### config.mk
export PLATFORM = sky130hd
export DESIGN_NAME = rotating_slot_quiet_scheduler_top
export DESIGN_NICKNAME = d
export VERILOG_FILES = /design/src/rtl/rsqs_pkg.sv /design/src/rtl/rotating_slot_quiet_scheduler_top.sv /design/src/rtl/rsqs_geometry.sv /design/src/rtl/rsqs_core.sv
export SDC_FILE = /design/constraint.sdc
export NUM_CORES = 1
export LEC_CHECK = 0
export BUFFER_PORTS_ARGS = -buffer_cell sky130_fd_sc_hd__buf_2
export CAP_MARGIN = 20
export CORE_MARGIN = 5
export CORE_UTILIZATION = 25
export CTS_CLUSTER_DIAMETER = 40
export DETAILED_ROUTE_END_ITERATION = 7
export HOLD_SLACK_MARGIN = 0.08
export SLEW_MARGIN = 0
export SYNTH_ARGS = -nofsm -noshare
export SYNTH_HDL_FRONTEND = slang
export SYNTH_SLANG_ARGS = --single-unit
### constraint.sdc
create_clock -name clock -period 22.7 [get_ports clock]
set_clock_uncertainty 0.1 [all_clocks]
set_input_delay 1.135 -clock clock [delete_from_list [all_inputs] [get_ports clock]]
set_output_delay 1.135 -clock clock [all_outputs]
set_load 0.05 [all_outputs]
### src/rtl/rsqs_pkg.sv
`timescale 1ns / 1ps
// Shared types and codes for the rotating slot quiet scheduler.
// No dependencies; every rtl/ file refers to it by scoped names.
package rsqs_pkg;

   // Time unit is 1024 us.
   localparam int unsigned TuShift = 10;

   typedef enum logic [1:0] {
      CMD_REARM   = 2'd0,
      CMD_RECOVER = 2'd1,
      CMD_DISARM  = 2'd2,
      CMD_NONE    = 2'd3
   } cmd_type;

   typedef enum logic [1:0] {
      ACT_NOTHING  = 2'd0,
      ACT_ARMED    = 2'd1,
      ACT_DISARMED = 2'd2
   } action_type;

   typedef enum logic [2:0] {
      CSR_LEASE_ENABLE      = 3'd0,
      CSR_SLOT_COUNT_LOG2   = 3'd1,
      CSR_SLOT_LEN_LOG2     = 3'd2,
      CSR_BASE_SLOT         = 3'd3,
      CSR_QUIET_DISABLED    = 3'd4,
      CSR_ARM_MARGIN_US     = 3'd5,
      CSR_FIXED_PERIOD_TU   = 3'd6,
      CSR_FIXED_DURATION_TU = 3'd7
   } csr_index_type;

   typedef struct packed {
      logic        lease_enable;
      logic [3:0]  slot_count_log2;
      logic [2:0]  slot_len_log2;
      logic [7:0]  base_slot;
      logic        quiet_disabled;
      logic [15:0] arm_margin_us;
      logic [15:0] fixed_period_tu;
      logic [15:0] fixed_duration_tu;
   } cfg_type;

   typedef struct packed {
      cmd_type     cmd;
      logic [31:0] now_us;
      logic        timer_on_readback;
   } req_type;

   // Slot geometry for the current time, all modulo 2^32.
   typedef struct packed {
      logic [31:0] epoch;
      logic [7:0]  slot_lo;
      logic [31:0] slot_us;
      logic [31:0] per_us;
      logic [31:0] win_open;
      logic [31:0] win_close;
      logic [31:0] succ_open;
   } geo_type;

   typedef struct packed {
      action_type  action;
      logic [31:0] quiet_start_us;
      logic [31:0] quiet_period_us;
      logic [15:0] quiet_len_tu;
      logic        tick_valid;
      logic [31:0] tick_time_us;
      logic [7:0]  slot_index;
      logic [31:0] epoch_index;
   } rsp_type;

endpackage

### src/rtl/rotating_slot_quiet_scheduler_top.sv
`timescale 1ns / 1ps
// Top level of the rotating slot quiet scheduler: ports, CSRs, request and
// response registers. Depends on rsqs_pkg, rsqs_geometry and rsqs_core.
//
//  channel  | handshake           | payload
//  ---------+---------------------+--------------------------------------------
//  request  | req_tvalid/tready   | req_tuser cmd, req_tdata now_us, readback
//  response | rsp_tvalid/tready   | rsp_tuser action, rsp_tdata window + slot
//  csr      | csr_we              | csr_addr register index, csr_wdata value
//
// One request per cycle sustained while rsp_tready stays high; a request passes
// the request register, then the decision logic into the response register.
// Reset is synchronous and active high; it restores the CSR defaults and
// clears the armed state and both valid flags.
// A stalled response holds only the response register; the request register
// keeps accepting while it is empty, so one request is taken under a stall.
module rotating_slot_quiet_scheduler_top #(
   parameter int unsigned MAX_SLOTS_LOG2 = 8
) (
   input  logic         clock,
   input  logic         reset,
   // request
   input  logic         req_tvalid,
   output logic         req_tready,
   input  logic [1:0]   req_tuser,   // [1:0] cmd
   input  logic [39:0]  req_tdata,   // [31:0] now_us, [32] timer_on_readback, rest 0
   // response
   output logic         rsp_tvalid,
   input  logic         rsp_tready,
   output logic [1:0]   rsp_tuser,   // [1:0] action
   // [31:0] quiet_start_us, [63:32] quiet_period_us, [79:64] quiet_len_tu,
   // [80] tick_valid, [112:81] tick_time_us, [120:113] slot_index,
   // [152:121] epoch_index, rest 0
   output logic [159:0] rsp_tdata,
   // CSR write port
   input  logic         csr_we,
   input  logic [2:0]   csr_addr,
   input  logic [15:0]  csr_wdata
);

   // ---------------------------------------------------------------- CSRs
   rsqs_pkg::cfg_type cfg_ff;

   always_ff @(posedge clock) begin
      if (reset) begin
         cfg_ff.lease_enable <= 1'b0;
         cfg_ff.slot_count_log2 <= 4'd2;
         cfg_ff.slot_len_log2 <= 3'd0;
         cfg_ff.base_slot <= 8'd0;
         cfg_ff.quiet_disabled <= 1'b0;
         cfg_ff.arm_margin_us <= 16'd2048;
         cfg_ff.fixed_period_tu <= 16'd0;
         cfg_ff.fixed_duration_tu <= 16'd0;
      end else if (csr_we) begin
         unique case (rsqs_pkg::csr_index_type'(csr_addr))
            rsqs_pkg::CSR_LEASE_ENABLE:      cfg_ff.lease_enable <= csr_wdata[0];
            rsqs_pkg::CSR_SLOT_COUNT_LOG2:   cfg_ff.slot_count_log2 <= csr_wdata[3:0];
            rsqs_pkg::CSR_SLOT_LEN_LOG2:     cfg_ff.slot_len_log2 <= csr_wdata[2:0];
            rsqs_pkg::CSR_BASE_SLOT:         cfg_ff.base_slot <= csr_wdata[7:0];
            rsqs_pkg::CSR_QUIET_DISABLED:    cfg_ff.quiet_disabled <= csr_wdata[0];
            rsqs_pkg::CSR_ARM_MARGIN_US:     cfg_ff.arm_margin_us <= csr_wdata;
            rsqs_pkg::CSR_FIXED_PERIOD_TU:   cfg_ff.fixed_period_tu <= csr_wdata;
            rsqs_pkg::CSR_FIXED_DURATION_TU: cfg_ff.fixed_duration_tu <= csr_wdata;
         endcase
      end
   end

   // ------------------------------------------------------------ pipeline
   logic              req_vld_ff, req_vld_in;
   rsqs_pkg::req_type req_q_ff;
   logic              rsp_vld_ff, rsp_vld_in;
   rsqs_pkg::rsp_type rsp_q_ff;
   logic              advance;
   logic              req_fire;

   rsqs_pkg::geo_type geo;
   rsqs_pkg::rsp_type rsp_next;

   // response slot free or draining this cycle
   assign advance = !rsp_vld_ff || rsp_tready;
   assign req_tready = !req_vld_ff || advance;
   assign req_fire = req_tvalid && req_tready;

   always_comb begin
      req_vld_in = req_tready ? req_tvalid : req_vld_ff;
      rsp_vld_in = advance ? req_vld_ff : rsp_vld_ff;
   end

   always_ff @(posedge clock) begin
      if (reset) begin
         req_vld_ff <= 1'b0;
         rsp_vld_ff <= 1'b0;
      end else begin
         req_vld_ff <= req_vld_in;
         rsp_vld_ff <= rsp_vld_in;
      end
   end

   always_ff @(posedge clock) begin
      if (req_fire) begin
         req_q_ff.cmd <= rsqs_pkg::cmd_type'(req_tuser);
         req_q_ff.now_us <= req_tdata[31:0];
         req_q_ff.timer_on_readback <= req_tdata[32];
      end
      if (advance && req_vld_ff) begin
         rsp_q_ff <= rsp_next;
      end
   end

   rsqs_geometry #(
      .MAX_SLOTS_LOG2(MAX_SLOTS_LOG2)
   ) u_geometry (
      .cfg    (cfg_ff),
      .now_us (req_q_ff.now_us),
      .geo    (geo)
   );

   // state commits as the request moves into the response register
   rsqs_core u_core (
      .clock  (clock),
      .reset  (reset),
      .upd_en (req_vld_ff && advance),
      .cfg    (cfg_ff),
      .req    (req_q_ff),
      .geo    (geo),
      .rsp    (rsp_next)
   );

   // ------------------------------------------------------------- outputs
   assign rsp_tvalid = rsp_vld_ff;
   assign rsp_tuser = rsp_q_ff.action;
   assign rsp_tdata = {7'd0,
                       rsp_q_ff.epoch_index,
                       rsp_q_ff.slot_index,
                       rsp_q_ff.tick_time_us,
                       rsp_q_ff.tick_valid,
                       rsp_q_ff.quiet_len_tu,
                       rsp_q_ff.quiet_period_us,
                       rsp_q_ff.quiet_start_us};

   a_reset_empty: assert property (@(posedge clock)
      reset |=> !rsp_tvalid && req_tready)
      else $error("pipeline not empty after reset");

   a_moves_on: assert property (@(posedge clock) disable iff (reset)
      req_vld_ff && advance |=> rsp_vld_ff)
      else $error("request lost between stages");

   a_idle_window_zero: assert property (@(posedge clock) disable iff (reset)
      rsp_tvalid && (rsp_q_ff.action != rsqs_pkg::ACT_ARMED)
      |-> (rsp_q_ff.quiet_start_us == 32'd0) && !rsp_q_ff.tick_valid
          && (rsp_q_ff.tick_time_us == 32'd0))
      else $error("window fields set without an arm");

endmodule

### src/rtl/rsqs_geometry.sv
`timescale 1ns / 1ps
// Epoch, rotated slot and slot window boundaries from the current time.
// Depends on rsqs_pkg. Pure shifts, adds and masks; no multipliers.
module rsqs_geometry #(
   parameter int unsigned MAX_SLOTS_LOG2 = 8
) (
   input  rsqs_pkg::cfg_type cfg,
   input  logic [31:0]       now_us,
   output rsqs_pkg::geo_type geo
);

   localparam logic [4:0] MaxScl = 5'(MAX_SLOTS_LOG2);

   logic [4:0]  scl;
   logic [5:0]  ep_log2;
   logic        ep_wide;
   logic [31:0] slot_mask;
   logic [31:0] epoch;
   logic [31:0] slot;
   logic [31:0] succ_slot;
   logic [31:0] slot_us;

   always_comb begin
      scl = ({1'b0, cfg.slot_count_log2} > MaxScl) ? MaxScl : {1'b0, cfg.slot_count_log2};
      ep_log2 = 6'(rsqs_pkg::TuShift) + {3'b0, cfg.slot_len_log2} + {1'b0, scl};
      ep_wide = (ep_log2 >= 6'd32);
      slot_mask = (32'd1 << scl) - 32'd1;
      epoch = ep_wide ? 32'd0 : (now_us >> ep_log2[4:0]);
      slot = (32'(cfg.base_slot) + epoch) & slot_mask;
      succ_slot = (32'(cfg.base_slot) + epoch + 32'd1) & slot_mask;
      slot_us = 32'd1024 << cfg.slot_len_log2;

      geo.epoch = epoch;
      geo.slot_lo = slot[7:0];
      geo.slot_us = slot_us;
      geo.per_us = ep_wide ? 32'd0 : (32'd1 << ep_log2[4:0]);
      // slot * slot_us == slot << (10 + L)
      geo.win_open = (ep_wide ? 32'd0 : (epoch << ep_log2[4:0]))
                     + ((slot << rsqs_pkg::TuShift) << cfg.slot_len_log2);
      geo.win_close = geo.win_open + slot_us;
      geo.succ_open = (ep_wide ? 32'd0 : ((epoch + 32'd1) << ep_log2[4:0]))
                      + ((succ_slot << rsqs_pkg::TuShift) << cfg.slot_len_log2);
   end

endmodule

### src/rtl/rsqs_core.sv
`timescale 1ns / 1ps
// Command decode, arm/disarm decision and the armed / armed_epoch state.
// Depends on rsqs_pkg; takes geometry from rsqs_geometry.
module rsqs_core (
   input  logic              clock,
   input  logic              reset,
   input  logic              upd_en,
   input  rsqs_pkg::cfg_type cfg,
   input  rsqs_pkg::req_type req,
   input  rsqs_pkg::geo_type geo,
   output rsqs_pkg::rsp_type rsp
);

   logic        armed_ff, armed_in;
   logic [31:0] armed_epoch_ff, armed_epoch_in;

   logic        lease_outside;
   logic        wrap_empty;
   logic [31:0] next_us;
   logic [31:0] rep_us;
   logic [31:0] dur_full;
   logic [31:0] tick_quarter;

   always_comb begin
      lease_outside = (req.now_us < geo.win_open) || (req.now_us >= geo.win_close);
      wrap_empty = (geo.succ_open <= geo.win_close);
      if (cfg.lease_enable) begin
         next_us = geo.win_close;
         rep_us = geo.per_us + geo.slot_us;
         dur_full = (geo.succ_open - geo.win_close) >> rsqs_pkg::TuShift;
         tick_quarter = geo.slot_us >> 2;
      end else begin
         next_us = req.now_us + 32'(cfg.arm_margin_us);
         rep_us = 32'(cfg.fixed_period_tu) << rsqs_pkg::TuShift;
         dur_full = 32'(cfg.fixed_duration_tu);
         tick_quarter = 32'd256;
      end
   end

   logic do_rearm, armed_eff, pass_guard, arm;

   always_comb begin
      rsp = '0;
      armed_in = armed_ff;
      armed_epoch_in = armed_epoch_ff;
      do_rearm = 1'b0;
      armed_eff = armed_ff;
      arm = 1'b0;

      case (req.cmd)
         rsqs_pkg::CMD_REARM: do_rearm = 1'b1;
         rsqs_pkg::CMD_RECOVER: begin
            // timer lost or never armed: forget the arm, then try again
            if (!(armed_ff && req.timer_on_readback)) begin
               armed_eff = 1'b0;
               armed_in = 1'b0;
               do_rearm = 1'b1;
            end
         end
         rsqs_pkg::CMD_DISARM: begin
            armed_in = 1'b0;
            rsp.action = rsqs_pkg::ACT_DISARMED;
         end
         default: ;
      endcase

      pass_guard = do_rearm && !cfg.quiet_disabled
                   && !(!cfg.lease_enable && (cfg.fixed_period_tu == 16'd0))
                   && !(armed_eff && req.timer_on_readback
                        && !(cfg.lease_enable && (geo.epoch != armed_epoch_ff)));

      if (pass_guard) begin
         if (cfg.lease_enable) begin
            if (!(armed_eff && lease_outside)) begin
               armed_epoch_in = geo.epoch;
               if (wrap_empty) begin
                  armed_in = 1'b0;
                  rsp.action = rsqs_pkg::ACT_DISARMED;
               end else begin
                  arm = 1'b1;
               end
            end
         end else begin
            arm = 1'b1;
         end
      end

      if (arm) begin
         armed_in = 1'b1;
         rsp.action = rsqs_pkg::ACT_ARMED;
         rsp.quiet_start_us = next_us;
         rsp.quiet_period_us = rep_us;
         rsp.quiet_len_tu = (dur_full > 32'h0000_FFFF) ? 16'hFFFF : dur_full[15:0];
         if (rep_us > 32'(cfg.arm_margin_us)) begin
            rsp.tick_valid = 1'b1;
            rsp.tick_time_us = next_us + (dur_full << rsqs_pkg::TuShift) + tick_quarter;
         end
      end

      if (cfg.lease_enable) begin
         rsp.slot_index = geo.slot_lo;
         rsp.epoch_index = geo.epoch;
      end
   end

   always_ff @(posedge clock) begin
      if (reset) begin
         armed_ff <= 1'b0;
         armed_epoch_ff <= 32'd0;
      end else if (upd_en) begin
         armed_ff <= armed_in;
         armed_epoch_ff <= armed_epoch_in;
      end
   end

   a_arm_sets: assert property (@(posedge clock) disable iff (reset)
      upd_en && (rsp.action == rsqs_pkg::ACT_ARMED) |=> armed_ff)
      else $error("armed flag not set after arming");

   a_disarm_clears: assert property (@(posedge clock) disable iff (reset)
      upd_en && (rsp.action == rsqs_pkg::ACT_DISARMED) |=> !armed_ff)
      else $error("armed flag still set after disarm");

   a_state_holds: assert property (@(posedge clock) disable iff (reset)
      !upd_en |=> $stable(armed_ff) && $stable(armed_epoch_ff))
      else $error("scheduler state changed without a request");

endmodule
### After elaboration in Yosys (flattened, before gate mapping)

Index checks and enable logic that the tools add are counted.

* bits of input ports: 66
* word-level logic and storage cells: 129
* bits in registers: 290
* output and inout bits: 164

* eq/ne operators: 10
* shift operators: 8
* add/sub/neg operators: 14
* magnitude comparators: 7
* reductions and logical operators: 34
* bitwise operators: 3
* muxes and demuxes: 30

Operator list (count)
* 32-bit adder: 6
* 32-bit 2-to-1 mux: 6
* 32-bit by 3-bit << shifter with 32-bit output: 2
* 32-bit by 5-bit << shifter with 32-bit output: 2
* 22-bit AND: 2
* 33-bit 2-to-1 mux: 1
* 32-bit by 1-bit adder with 32-bit output (second input constant): 1
* 32-bit by 16-bit adder with 32-bit output: 1
* 32-bit greater-or-equal comparator: 1
* 32-bit by 16-bit > comparator with 1-bit output: 1
* 32-bit by 16-bit > comparator with 1-bit output (second input constant): 1
* 32-bit <= comparator: 1
* 32-bit < comparator: 1
* 32-bit inequality test: 1
* 1-bit by 5-bit << shifter with 32-bit output (first input constant): 1
* 11-bit by 3-bit << shifter with 32-bit output (first input constant): 1
* 32-bit by 5-bit >> shifter with 32-bit output: 1
* 32-bit subtractor: 1
* 30-bit 2-to-1 mux: 1
* 22-bit by 1-bit adder with 22-bit output (second input constant): 1
* 8-bit by 22-bit adder with 22-bit output: 1
* 22-bit 2-to-1 mux: 1
* 1-bit by 5-bit << shifter with 22-bit output (first input constant): 1
* 22-bit by 1-bit subtractor with 22-bit output (second input constant): 1
* other kinds (23): 69

### Depth between registers and ports, before layout

* depth in word-level cells: 17
* mapped depth: 55

### Modules after synthesis

Synthesis repeated with hierarchy kept, for this count alone.

* cell total of the unflattened synthesis: 3694
* area, all modules: 31265.0 sq um

Modules (own cells, without submodules)
* rsqs_core: sequential area each 660.6 sq um, area each 12034.0 sq um, instances 1, cells an instance 1640
* rsqs_geometry: sequential area each 0.0 sq um, area each 10690.3 sq um, instances 1, cells an instance 1603
* rotating_slot_quiet_scheduler_top: sequential area each 7046.8 sq um, area each 8540.7 sq um, instances 1, cells an instance 451

### Least setup slack after synthesis

OpenSTA, ideal clock, no wires.

* kind: flip-flop to flip-flop
* from: register cfg_ff[63] in the netlist's numbering
* to: register rsp_q_ff, in the netlist rsp_tdata[112] (data pin)
* library setup time: 257 ps
* arrival time: 10906 ps
* slack: 11437 ps
* cell stages (with the launch flop): 53
* cell sequence: dfxtp_1 clkbuf_1 nor2b_1 ha_1 inv_1 fa_1 buf_2 mux2_4 a22oi_1 o21ai_1 mux2i_4 o22ai_2 ha_1 a21o_1 a21oi_1 o21bai_1 a21oi_1 o21ai_0 (+17 left out) and4_1 and2_1 a22o_1 nor3_1 a21oi_1 nor2_1 o311ai_0 nor4_2 o21ai_0 a21oi_1 xor2_1 nor2_2 ha_1 nor3_1 mux2_4 a2111oi_4 xor3_1 nor2_1

RTL lines
* start: declaration: RTL line rotating_slot_quiet_scheduler_top.sv:42 `rsqs_pkg::cfg_type cfg_ff;`
* end signal: assignment: RTL line rotating_slot_quiet_scheduler_top.sv:106 `rsp_q_ff <= rsp_next;`
* end: declaration: RTL line rotating_slot_quiet_scheduler_top.sv:72 `rsqs_pkg::rsp_type rsp_q_ff;`

==> metrics.cfg <==
[worst_setup_path]
cp.buffers_inverters=7
crit_type=reg -> reg
cp.required_ps=22980
critPathLaunchType=register
critPathMaxStageDelay_ps=1080
flop_to_flop_setup_slack_ps=6980
critical_path_peak_fanout=51
timing.critical_path.to_type=register
critical_path.slowest_cell=sky130_fd_sc_hd__fa_4
worst_path_dominant_cell_family=simple AND/OR/NAND/NOR gates
worst-endpoint-arrival_ps=16000

[clock_tree]
hold_buffers=0
cts.sinks=290
clock_pin_slew_reported_for_the_worst_setup_and_hold_paths_after_clock_tree_synthesis_ps=60
cts_resized=0
cts_tree=yes
clock-root-buffer=sky130_fd_sc_hd__clkbuf_16
h-tree-depth=2
clkLatencyLatePin_ps=640
cts_buffer_count=56
clk_path_buf_depth=3
cts_setup_buffers=0

[detailed_routing]
wire_per_inst_um=24.0
firstDrtPassIters=8
detailedRoute.firstIterationViolations=3221
postRouteAntennaNets=0
drcViolationCount=0
num_vias=26500
route.final.wire_length_um=117000
via_per_inst=5.46

[grt]
grt_max_degree=74
wire_length_of_the_first_global_routing_pass_um=167000
grt_pass1_vias=25000
grt_overflow=0
groute.usage.overall_pct=19.0
number_of_antenna_violations_at_the_first_check_in_global_routing=8

[timing]
final.setup.tns_ps=0
grt_setup_unrepaired=false
max_slew.worst_pin.slew_ps=1160
timing_max_transition_violations_final=0
post-route-period-util_pct=69.3
final_hold_viol_count=0
timing.fmax_mhz=63.6
relative_slew_margins_pct=21.9
postLayoutSetupSlackWorst_ps=6980
finalSetupViolations=0
period_needed_ps=15720

[power_and_ir_drop]
power.share.sequential_pct=21.2
power.share.clock_pct=30.1
power_leakage_nw=12.8
vdd_ir_drop_max_mv=0.0641
power.density_nw_per_um2=90.7
totalPowerFinal_mw=2.89
switching_power_mw=1.26
combinationalPowerShare_pct=48.7
power_switching_share_pct=43.7
power.internal_mw=1.63

[logic_synthesis]
proportion_of_register_bits_with_asynchronous_set_or_reset_after_synthesis_pct=0
yosysSeqAreaShare_pct=28.2
synth_flop_cell=sky130_fd_sc_hd__edfxtp_1
synth.cells.most_frequent=sky130_fd_sc_hd__nor2_1, sky130_fd_sc_hd__nand2_1, sky130_fd_sc_hd__a21oi_1
synth.area.top_cells=sky130_fd_sc_hd__edfxtp_1, sky130_fd_sc_hd__ha_1, sky130_fd_sc_hd__dfxtp_1
synth.most_common_cell=sky130_fd_sc_hd__nor2_1
synth-edff-count=190
yosysTopAreaCell=sky130_fd_sc_hd__edfxtp_1
synth_warnings=0
synth_cell_types=110
ys_seq_elements=290
postSynthCellCount=3255
mappedNetlistArea_um2=27400
mean_area_per_synthesized_cell_um2=8.41
netlist.area_leader.share_pct=20.8

[cells_and_area]
nNetsFinal=3714
flow.area_growth_from_synthesis_pct=16.4
drive_above_1_share_pct=15.3
filler_cells_inserted=11600
layout.core_utilization_pct=29.3

[floorplanning]
dieWidth_um=341
die-area_um2=116000
io_pins=230
placeableCoreArea_um2=109000
initial_core_utilization_pct=25.1
rows=121
chipHeight_um=341

[run_status]
status=complete, no violations

[placed_design]
post-dp-hpwl_um=90500
post-place-ws_ps=7030
routabilityCongestion=1.00
numPortBuffers=215

[min_path]
hold_path_class=reg -> reg

[job]
cap_violations=0

## cell families (layout without fill, tap and decap cells)
family,after synthesis,count (layout),synth area share (%)
xor+xnor,183,183,6.10
buf+inv,317,504,4.76
simple gates,1196,1196,20.1
compound gates,817,817,19.2
other cells,1,8,0.0137
mux,204,204,9.99
fa+ha+maj,247,247,11.7
flops,290,290,28.2
## area by class of cell
type                    instances  area, um2  share of cell area [%]
multi-input cells            2654      18500                    57.9
clock buffers                  63       1460                    4.58
repair buffers                265       1450                    4.56
diodes                          1       2.50                 0.00785
clock inverters                41        498                    1.56
inverters                     135        512                    1.61
well taps                    1414       1770                    5.55
flip-flops and latches        290       7710                    24.2
## power groups by stage
| stage | clock [mW] | combinational, mW | sequential [mW] |
|---|---|---|---|
| 4_1_cts | 0.888 | 1.37 | 0.612 |
| 3_3_place_gp | 0 | 1.36 | 0.622 |
| 2_1_floorplan | 0 | 0.918 | 0.660 |
| 5_1_grt | 0.911 | 1.51 | 0.613 |
| 3_5_place_dp | 0 | 1.36 | 0.622 |
| 6_report | 0.870 | 1.41 | 0.612 |
## per-stage QoR
stage          instance area, um2  hold slack [ps]  cells
3_3_place_gp                29900              340   4756
3_5_place_dp                29900              348   4756
5_1_grt                     31900              366   4863
4_1_cts                     31800              356   4860
2_1_floorplan               27400              334   3261
6_report                    31900              352   4863
## layer usage
layer | vias up | global-route usage [%] | wire length (um) | share of wire (%)
met5 | - | 0 | 10 | 0.0086
met4 | 2 | 7.36 | 5410 | 4.6
met3 | 282 | 4.12 | 10900 | 9.3
met2 | 1288 | 31.1 | 53100 | 46
met1 | 12800 | 24.6 | 47200 | 40
li1 | 12200 | - | - | -
## worst reg2reg max path, delay by kind of cell, from the launching register on
kind            cells  cell delay, ps
fa+ha+maj           6            2560
buf+inv             7            2670
xor+xnor            2             810
simple gates       14            4330
flops               1             480
mux                 3             570
compound gates     16            3960
## sequential cells by signal (all words and copies together) (netlist names)
register	count
cfg_ff	65
req_q_ff	35
req_vld_ff	1
rsp_tdata	153
rsp_tuser	2
rsp_tvalid	1
u_core.armed_epoch_ff	32
u_core.armed_ff	1
## layout by cell type, fill, tap and decap left out, types with 35 or more instances in the layout
cell                        instances
sky130_fd_sc_hd__nor2_1           396
sky130_fd_sc_hd__nand2_1          364
sky130_fd_sc_hd__a21oi_1          274
sky130_fd_sc_hd__ha_1             231
sky130_fd_sc_hd__buf_2            214
sky130_fd_sc_hd__edfxtp_1         190
sky130_fd_sc_hd__o21ai_0          162
sky130_fd_sc_hd__inv_1            128
sky130_fd_sc_hd__xnor2_1          120
sky130_fd_sc_hd__mux2i_1          116
sky130_fd_sc_hd__dfxtp_1           99
sky130_fd_sc_hd__nand3_1           85
sky130_fd_sc_hd__nor3_1            71
sky130_fd_sc_hd__xor2_1            57
sky130_fd_sc_hd__clkbuf_16         57
sky130_fd_sc_hd__a21o_1            50
sky130_fd_sc_hd__buf_4             50
sky130_fd_sc_hd__mux4_2            49
sky130_fd_sc_hd__nor2b_1           40
sky130_fd_sc_hd__nand4_1           38
sky130_fd_sc_hd__mux2_2            35
sky130_fd_sc_hd__and2_1            35
## final timing paths
| check | start | to | cells after the start |
|---|---|---|---|
| min reg2reg | cfg_ff[2] | cfg_ff[2] | 2 |
| max | cfg_ff[63] | rsp_tdata[26] | 48 |
| min | cfg_ff[2] | cfg_ff[2] | 2 |
| max reg2reg | cfg_ff[63] | rsp_tdata[26] | 48 |
No activity file was read; power rests on OpenSTA's default activity.
